File: config.mk
export PLATFORM = sky130hd
export DESIGN_NAME = e2q_sincos
export DESIGN_NICKNAME = d
export VERILOG_FILES = /design/src/design/e2q_pkg.sv /design/src/design/e2q_sincos.sv
export SDC_FILE = /design/constraint.sdc
export NUM_CORES = 2
export LEC_CHECK = 0
export ABC_CLOCK_PERIOD_IN_PS = 9600
export BUFFER_PORTS_ARGS = -buffer_cell sky130_fd_sc_hd__buf_2
export CAP_MARGIN = 25
export CORE_MARGIN = 3
export CORE_UTILIZATION = 36
export CTS_CLUSTER_DIAMETER = 40
export DETAILED_ROUTE_END_ITERATION = 10
export SYNTH_ARGS = -nofsm -noshare
export SYNTH_HDL_FRONTEND = slang
export SYNTH_SLANG_ARGS = --single-unit
File: constraint.sdc
create_clock -name clk_i -period 9.6 [get_ports clk_i]
set_input_delay 0.96 -clock clk_i [delete_from_list [all_inputs] [get_ports clk_i]]
set_output_delay 0.96 -clock clk_i [all_outputs]
set_load 0.02 [all_outputs]
File: src/design/e2q_pkg.sv
// Shared constants and types for the Euler-angle to quaternion pipeline.
`timescale 1ns / 1ps
package e2q_pkg;
  localparam int AngW   = 17;
  localparam int QW     = 16;
  localparam int Steps  = 18;
  localparam int XW     = 32;
  localparam int ZW     = 26;
  localparam int FullTurn    = 92160;
  localparam int HalfTurn    = 46080;
  localparam int QuarterTurn = 23040;
  localparam logic signed [XW-1:0] CordicGain = 32'sd652032874;

  typedef logic signed [QW-1:0] q15_t;
  // Rounded sine/cosine: one extra bit so that +1.0 (32768) is carried exactly
  typedef logic signed [QW:0] trig_t;

  // Arctangent of 2^-i in units of 2^-16 degree
  function automatic logic signed [ZW-1:0] atan_lut(input logic [4:0] idx);
    logic signed [ZW-1:0] v;
    begin
      unique case (idx)
        5'd0: v = 26'sd2949120;  5'd1: v = 26'sd1740967;
        5'd2: v = 26'sd919879;   5'd3: v = 26'sd466945;
        5'd4: v = 26'sd234379;   5'd5: v = 26'sd117304;
        5'd6: v = 26'sd58666;    5'd7: v = 26'sd29335;
        5'd8: v = 26'sd14668;    5'd9: v = 26'sd7334;
        5'd10: v = 26'sd3667;    5'd11: v = 26'sd1833;
        5'd12: v = 26'sd917;     5'd13: v = 26'sd458;
        5'd14: v = 26'sd229;     5'd15: v = 26'sd115;
        5'd16: v = 26'sd57;      5'd17: v = 26'sd29;
        default: v = '0;
      endcase
      return v;
    end
  endfunction
endpackage

File: src/design/e2q_sincos.sv
// Pipelined sine/cosine of a half angle: range reduction plus 18 CORDIC stages.
`timescale 1ns / 1ps
module e2q_sincos (
  input  logic                         clk_i,
  input  logic signed [e2q_pkg::AngW-1:0] ang_i,
  output e2q_pkg::trig_t               sin_o,
  output e2q_pkg::trig_t               cos_o
);
  import e2q_pkg::*;

  // Range reduction, registered
  logic signed [18:0] t0, t1, t2;
  logic               neg_d;
  logic signed [18:0] tr_d;
  logic signed [18:0] tr_q;
  logic               neg_q;
  always_comb begin
    t0 = 19'(ang_i);
    // Input lies in [-65536,65535]: at most one turn to fold
    if (t0 > 19'(HalfTurn)) t1 = t0 - 19'(FullTurn);
    else if (t0 <= -19'(HalfTurn)) t1 = t0 + 19'(FullTurn);
    else t1 = t0;
    t2 = t1;
    neg_d = 1'b0;
    if (t1 > 19'(QuarterTurn)) begin
      t2 = 19'(HalfTurn) - t1;
      neg_d = 1'b1;
    end else if (t1 < -19'(QuarterTurn)) begin
      t2 = -19'(HalfTurn) - t1;
      neg_d = 1'b1;
    end
    tr_d = t2;
  end
  always_ff @(posedge clk_i) begin
    tr_q  <= tr_d;
    neg_q <= neg_d;
  end

  // CORDIC stage registers
  logic signed [XW-1:0] x_q [Steps+1];
  logic signed [XW-1:0] y_q [Steps+1];
  logic signed [ZW-1:0] z_q [Steps+1];
  logic                 n_q [Steps+1];
  assign x_q[0] = CordicGain;
  assign y_q[0] = '0;
  assign z_q[0] = {tr_q[17:0], 8'd0};
  assign n_q[0] = neg_q;

  for (genvar i = 0; i < Steps; i++) begin : g_stage
    logic signed [XW-1:0] dx, dy;
    assign dx = y_q[i] >>> i;
    assign dy = x_q[i] >>> i;
    always_ff @(posedge clk_i) begin
      if (z_q[i] >= 0) begin
        x_q[i+1] <= x_q[i] - dx;
        y_q[i+1] <= y_q[i] + dy;
        z_q[i+1] <= z_q[i] - atan_lut(5'(i));
      end else begin
        x_q[i+1] <= x_q[i] + dx;
        y_q[i+1] <= y_q[i] - dy;
        z_q[i+1] <= z_q[i] + atan_lut(5'(i));
      end
      n_q[i+1] <= n_q[i];
    end
  end

  // Round Q30 to Q15 and apply cosine sign
  logic signed [XW:0] sr, cr;
  trig_t c17;
  assign sr  = (33'(y_q[Steps]) + 33'sd16384) >>> 15;
  assign cr  = (33'(x_q[Steps]) + 33'sd16384) >>> 15;
  assign c17 = cr[QW:0];
  always_ff @(posedge clk_i) begin
    sin_o <= sr[QW:0];
    cos_o <= n_q[Steps] ? -c17 : c17;
  end
endmodule

# Yosys cells after proc, flatten, opt, wreduce, memory -nomap -nowiden
# Cells that the tools add are included.
[op_classes]
muxes = 58
n_addsub = 109
order_cmp = 22
[op_table]
columns = ["operator", "n"]
rows = [
  ["32-bit 2-to-1 mux", 35],
  ["26-bit by 1-bit greater-or-equal comparator with 1-bit output, second input constant", 18],
  ["26-bit 2-to-1 mux", 17],
  ["32-bit by 15-bit adder with 32-bit output", 2],
  ["32-bit by 16-bit adder with 32-bit output", 2],
  ["32-bit by 16-bit adder with 32-bit output, second input constant", 2],
  ["32-bit by 17-bit adder with 32-bit output", 2],
  ["32-bit by 18-bit adder with 32-bit output", 2],
  ["32-bit by 19-bit adder with 32-bit output", 2],
  ["32-bit by 20-bit adder with 32-bit output", 2],
  ["32-bit by 21-bit adder with 32-bit output", 2],
  ["32-bit by 22-bit adder with 32-bit output", 2],
  ["32-bit by 23-bit adder with 32-bit output", 2],
  ["32-bit by 24-bit adder with 32-bit output", 2],
  ["32-bit by 25-bit adder with 32-bit output", 2],
  ["32-bit by 26-bit adder with 32-bit output", 2],
  ["32-bit by 27-bit adder with 32-bit output", 2],
  ["32-bit by 28-bit adder with 32-bit output", 2],
  ["32-bit by 29-bit adder with 32-bit output", 2],
  ["32-bit by 30-bit adder with 32-bit output", 2],
  ["32-bit by 15-bit subtractor with 32-bit output", 2],
  ["32-bit by 16-bit subtractor with 32-bit output", 2],
  ["32-bit by 17-bit subtractor with 32-bit output", 2],
  ["32-bit by 18-bit subtractor with 32-bit output", 2],
  ["other kinds (62)", 77],
]
[totals]
out_inout_bits = 34
ff_bits = 1633

# Longest topological paths before layout
[logic_depth]
word_depth = 6
depth_mapped = 23
ltp_nobuf = 22

# Least setup slack after synthesis
# OpenSTA, ideal clock, no wires.
[synth_path]
path_kind = "reg-to-reg"
from = "register x_q (netlist bit g_stage[16].dy[4])"
to = "register y_q (netlist bit g_stage[17].dx[14])"
arrival_ns = 4.890
n_path_buf = 0
setup_time_ns = 0.124
period_less_slack_ns = 5.014
setup_slack_ns = 4.586
stages_incl_launch_ff = 21
cell_sequence = "dfxtp_1 -> or3_1 -> or2_2 -> nor4_1 -> nand3_1 -> or4_1 -> or4_1 -> ha_1 -> o21bai_1 -> ha_1 -> o21ai_0 -> nand2b_1 -> a21oi_1 -> a21o_1 -> a31oi_1 -> a2111oi_0 -> o31ai_1 -> a21o_1 -> a41o_1 -> mux2i_1 -> a2111o_1"
[synth_via]
elab_chain_cells = 2
elab_cells_between_ends = 3
classes_between = "add/sub: 2; mux: 1"
[synth_lines]
columns = ["item", "line", "rtl"]
rows = [
  ["from (decl)", "e2q_sincos.sv:40", "logic signed [XW-1:0] x_q [Steps+1];"],
  ["from (signal, indexed assignment)", "e2q_sincos.sv:55", "x_q[i+1] <= x_q[i] - dx;"],
  ["from (signal, indexed assignment)", "e2q_sincos.sv:59", "x_q[i+1] <= x_q[i] + dx;"],
  ["32-bit by 16-bit subtractor with 32-bit output / 32-bit by 16-bit adder with 32-bit output (equally long branches)", "e2q_sincos.sv:60, e2q_sincos.sv:56", ""],
  ["32-bit 2-to-1 mux *", "e2q_sincos.sv:54", "if (z_q[i] >= 0) begin"],
  ["to (signal, indexed assignment)", "e2q_sincos.sv:56", "y_q[i+1] <= y_q[i] + dy;"],
  ["to (signal, indexed assignment)", "e2q_sincos.sv:60", "y_q[i+1] <= y_q[i] - dy;"],
  ["to (decl)", "e2q_sincos.sv:41", "logic signed [XW-1:0] y_q [Steps+1];"],
]
# Every way passes the cells marked *; elsewhere a longest branch is shown, timed or not.
# A chain may end at the register's enable or synchronous reset.

# Final worst setup path
[layout_path]
from = "register z_q[311] (netlist bit)"
to = "register y_q (netlist bit g_stage[8].dx[23])"
[layout_via]
elab_chain_cells = 2
[layout_lines]
columns = ["item", "line", "rtl"]
rows = [
  ["from (decl)", "e2q_sincos.sv:42", "logic signed [ZW-1:0] z_q [Steps+1];"],
  ["from (signal, indexed assignment)", "e2q_sincos.sv:57", "z_q[i+1] <= z_q[i] - atan_lut(5'(i));"],
  ["from (signal, indexed assignment)", "e2q_sincos.sv:61", "z_q[i+1] <= z_q[i] + atan_lut(5'(i));"],
  ["26-bit by 1-bit greater-or-equal comparator with 1-bit output", "e2q_sincos.sv:54", ""],
  ["32-bit 2-to-1 mux", "e2q_sincos.sv:54", ""],
]
# No other way between the ends.

==> summary.txt <==
Floorplan
  • Die Area: between 0.3 and 0.4 mm²
  • Core Rows: 200
  • Core footprint: ~0.30 mm²
  • Die width: around 550 µm
  • I/O pin cnt: between 50 and 60
  • Initial Util: 0.363
  • Die Ht: between 500 and 600 µm

Logic synthesis
  • Syn nets: about 14k
  • Average size of a mapped cell: between 8 and 9 µm²
  • Synth cell types: approximately 100
  • Most common cell in the synthesized netlist: dfxtp_1
  • Synth Flop Type: dfxtp_1
  • Most instantiated cells after synthesis: dfxtp_1, ha_1, xnor2_1, a21oi_1, nor2_1
  • Post-synth top area share: 0.277
  • Largest area contributor in the synthesized netlist: dfxtp_1
  • YS warnings: 0
  • Cell area after synthesis: between 0.1 and 0.15 mm²
  • Synth Register Bits: 1498
  • Async set-reset flop share out of synthesis: 0
  • Cells after synthesis: about 13k
  • EDFF count, synth: 0
  • Synth top area cells: dfxtp_1, ha_1, xnor2_1, xor2_1, a21oi_1
  • Post-synthesis sequential area ratio: 0.277

Routing
  • Vias/cell: approximately 5.2
  • Initial DRC Count: about 5.6k
  • Antenna Nets Post-Route: 0
  • Via Count: a little under 90k
  • # DRC: 0
  • Pre-antenna DRT Iters: 6
  • Wire per inst: between 15 and 20 µm
  • Routed WL: approximately 280 mm

Clock tree
  • Cts bufs inserted: between 200 and 300
  • Hold buffers post-CTS: 0
  • CTS tree: built
  • Bufs on Longest Clock Path: 4
  • Later-pin clock latency in the skew report: between 0.8 and 0.9 ns
  • CTS clock-pin slew for the worst setup and hold paths: around 0.050 ns
  • Post-CTS Setup Repair Bufs: 0
  • CTS sink count: 1498
  • H-tree lvl count: 5
  • Clock root buffer: clkbuf_16
  • Post-cts sizing count: 0

Global routing
  • First-pass GRT wire length: around 450 mm
  • Initial antenna violation count: 6
  • Total GRT Usage: 0.175
  • Largest net degree at the start of global routing: 61
  • Remaining Overflow, GRT: 0
  • Vias in the first global route: 86.3k

STA
  • Clock Skews: roughly 0.077 ns
  • Final Max Slew Viols: 0
  • Unrepaired setup endpoints after global routing: false
  • Setup total negative slack: 0 ns
  • Final setup violating endpoints: 0
  • Least-Margin Pin Slew: between 1 and 1.5 ns
  • Hold slack final: 0.316 ns
  • Slew margin rel.: 0.314
  • Final min period: 5.95 ns
  • Fin crit share: 0.620
  • Final Hold Fails: 0
  • Max Freq: ~170 MHz

Critical path
  • Setup CP Type: flop to flop
  • Crit end category: flop
  • RR Startpoint: z_q[311]
  • Startpoint types: flop
  • CP Data Required Time: between 10 and 15 ns
  • Reg2reg setup slack: 3.65 ns
  • FF-to-FF path depth: 21
  • Arr. time, crit path: about 6.7 ns
  • Worst Path Max Fanout: 50
  • Reg-to-Reg End: g_stage[8].dx[23]

Finish
  • FF/Latch Area: 0.0300 mm²
  • Nets@finish: between 10k and 15k
  • Core Util, Final: 0.413
  • Layout cell share with drive strength beyond 1: 0.0585
  • Area growth syn-to-layout: 13.8%
  • Post-route cell area: between 0.1 and 0.15 mm²
  • # fillers: approximately 30k
  • Multi-input gate area: 0.0756 mm²

Placement
  • Placement-stage cell area: about 0.11 mm²
  • Port Buffer Count: 51
  • GP Congestion: between 0.8 and 0.9
  • Detailed placement HPWL: 222 mm

Min path
  • Worst Hold Class: flop to flop
  • Hold_sp: n_q[3]
  • Hold Path Stages: 0
  • Hold Path Sink: n_q[2]

Outcome
  • Status: finished, final reports clean

Flow run
  • Max-cap violation count: 0
worst max-delay path, cell delays in order, from the launching register on:
cell and delay (ns):
dfxtp_1 0.32, inv_1 0.09, ha_1 0.19, nor4b_1 0.14, nand4_1 0.08, nor2_1 0.08
nor2_4 0.07, buf_4 0.43, clkinv_1 0.43, buf_4 0.36, a31oi_1 0.23, xnor2_1 0.09
ha_1 0.34, o21a_1 0.15, o21ai_0 0.10, a211oi_1 0.47, a41oi_1 0.31, a211oi_1 0.63
a41oi_1 0.30, a2111oi_0 0.62, a311oi_1 0.20, xnor2_1 0.16
cells by family after synthesis:
family | Yosys count | share of synthesized area
AOI/OAI and AO/OA | 3616 | 0.214
xor gates and xnor gates | 1859 | 0.151
adders and majority gates | 1478 | 0.174
buffers and inverters | 728 | 0.0253
DFF | 1498 | 0.277
muxes | 65 | 0.00609
other | 1 | 0.0000346
and+or+nand+nor | 3392 | 0.153
layout by cell type (no fill, tap or decap), types with 173 or more instances in the layout:
cell type	n
nor3_1	252
ha_1	1434
o21a_1	209
xnor2_1	1207
xor2_1	650
a21oi_1	1003
inv_1	559
a21o_1	513
clkbuf_16	283
nand2_1	807
o21ai_0	818
nand2b_1	244
dfxtp_1	1493
nor2b_1	173
nand3_1	231
nor2_1	941
o31ai_1	211
layer usage:
layer,track usage,vias to the layer above,part of all wire
met2,0.300,1587,0.46
li1,-,45974,-
met3,0.0193,487,0.036
met5,0,-,0.000098
met4,0.0589,4,0.033
met1,0.228,41066,0.47
final cells by class:
cell class	instances	area share
timing repair buffer	94	0.00485
multi-input combinational	10411	0.613
sequential	1498	0.243
tap	3939	0.0400
clock inverter	187	0.0201
inverter	566	0.0173
antenna	14	0.000284
clock buffer	328	0.0608
stage by stage:
| step | worst slack, ns | std cells |
|---|---|---|
| 3_3_place_gp | 3.79 | 16507 |
| 2_1_floorplan | 4.59 | 12637 |
| 6_report | 3.65 | 17037 |
| 5_1_grt | 3.21 | 17036 |
| 3_5_place_dp | 3.78 | 16507 |
| 4_1_cts | 3.72 | 17022 |
worst max path at each step:
| stage | start | to | slack (ns) |
|---|---|---|---|
| detailed placement | z_q[311] | g_stage[8].dx[23] | 3.78 |
| global route | z_q[311] | g_stage[8].dx[23] | 3.21 |
| finish | z_q[311] | g_stage[8].dx[23] | 3.65 |
| floorplan | g_stage[16].dy[4] | g_stage[17].dx[14] | 4.59 |
| global placement | z_q[311] | g_stage[8].dx[23] | 3.79 |
| CTS | z_q[311] | g_stage[8].dx[23] | 3.72 |
state kept, by name (all words and copies together) (netlist names):
| name | cells |
|---|---|
| tr_q | 18 |
| g_stage.dy | 339 |
| z_q | 389 |
| x_q | 169 |
| neg_q | 1 |
| sin_o | 17 |
| n_q | 18 |
| y_q | 168 |
| g_stage.dx | 362 |
| cos_o | 17 |
Power is left out: the tool's default activity adds up to more than one toggle a clock period on the data nets, which glitch-free logic cannot reach.
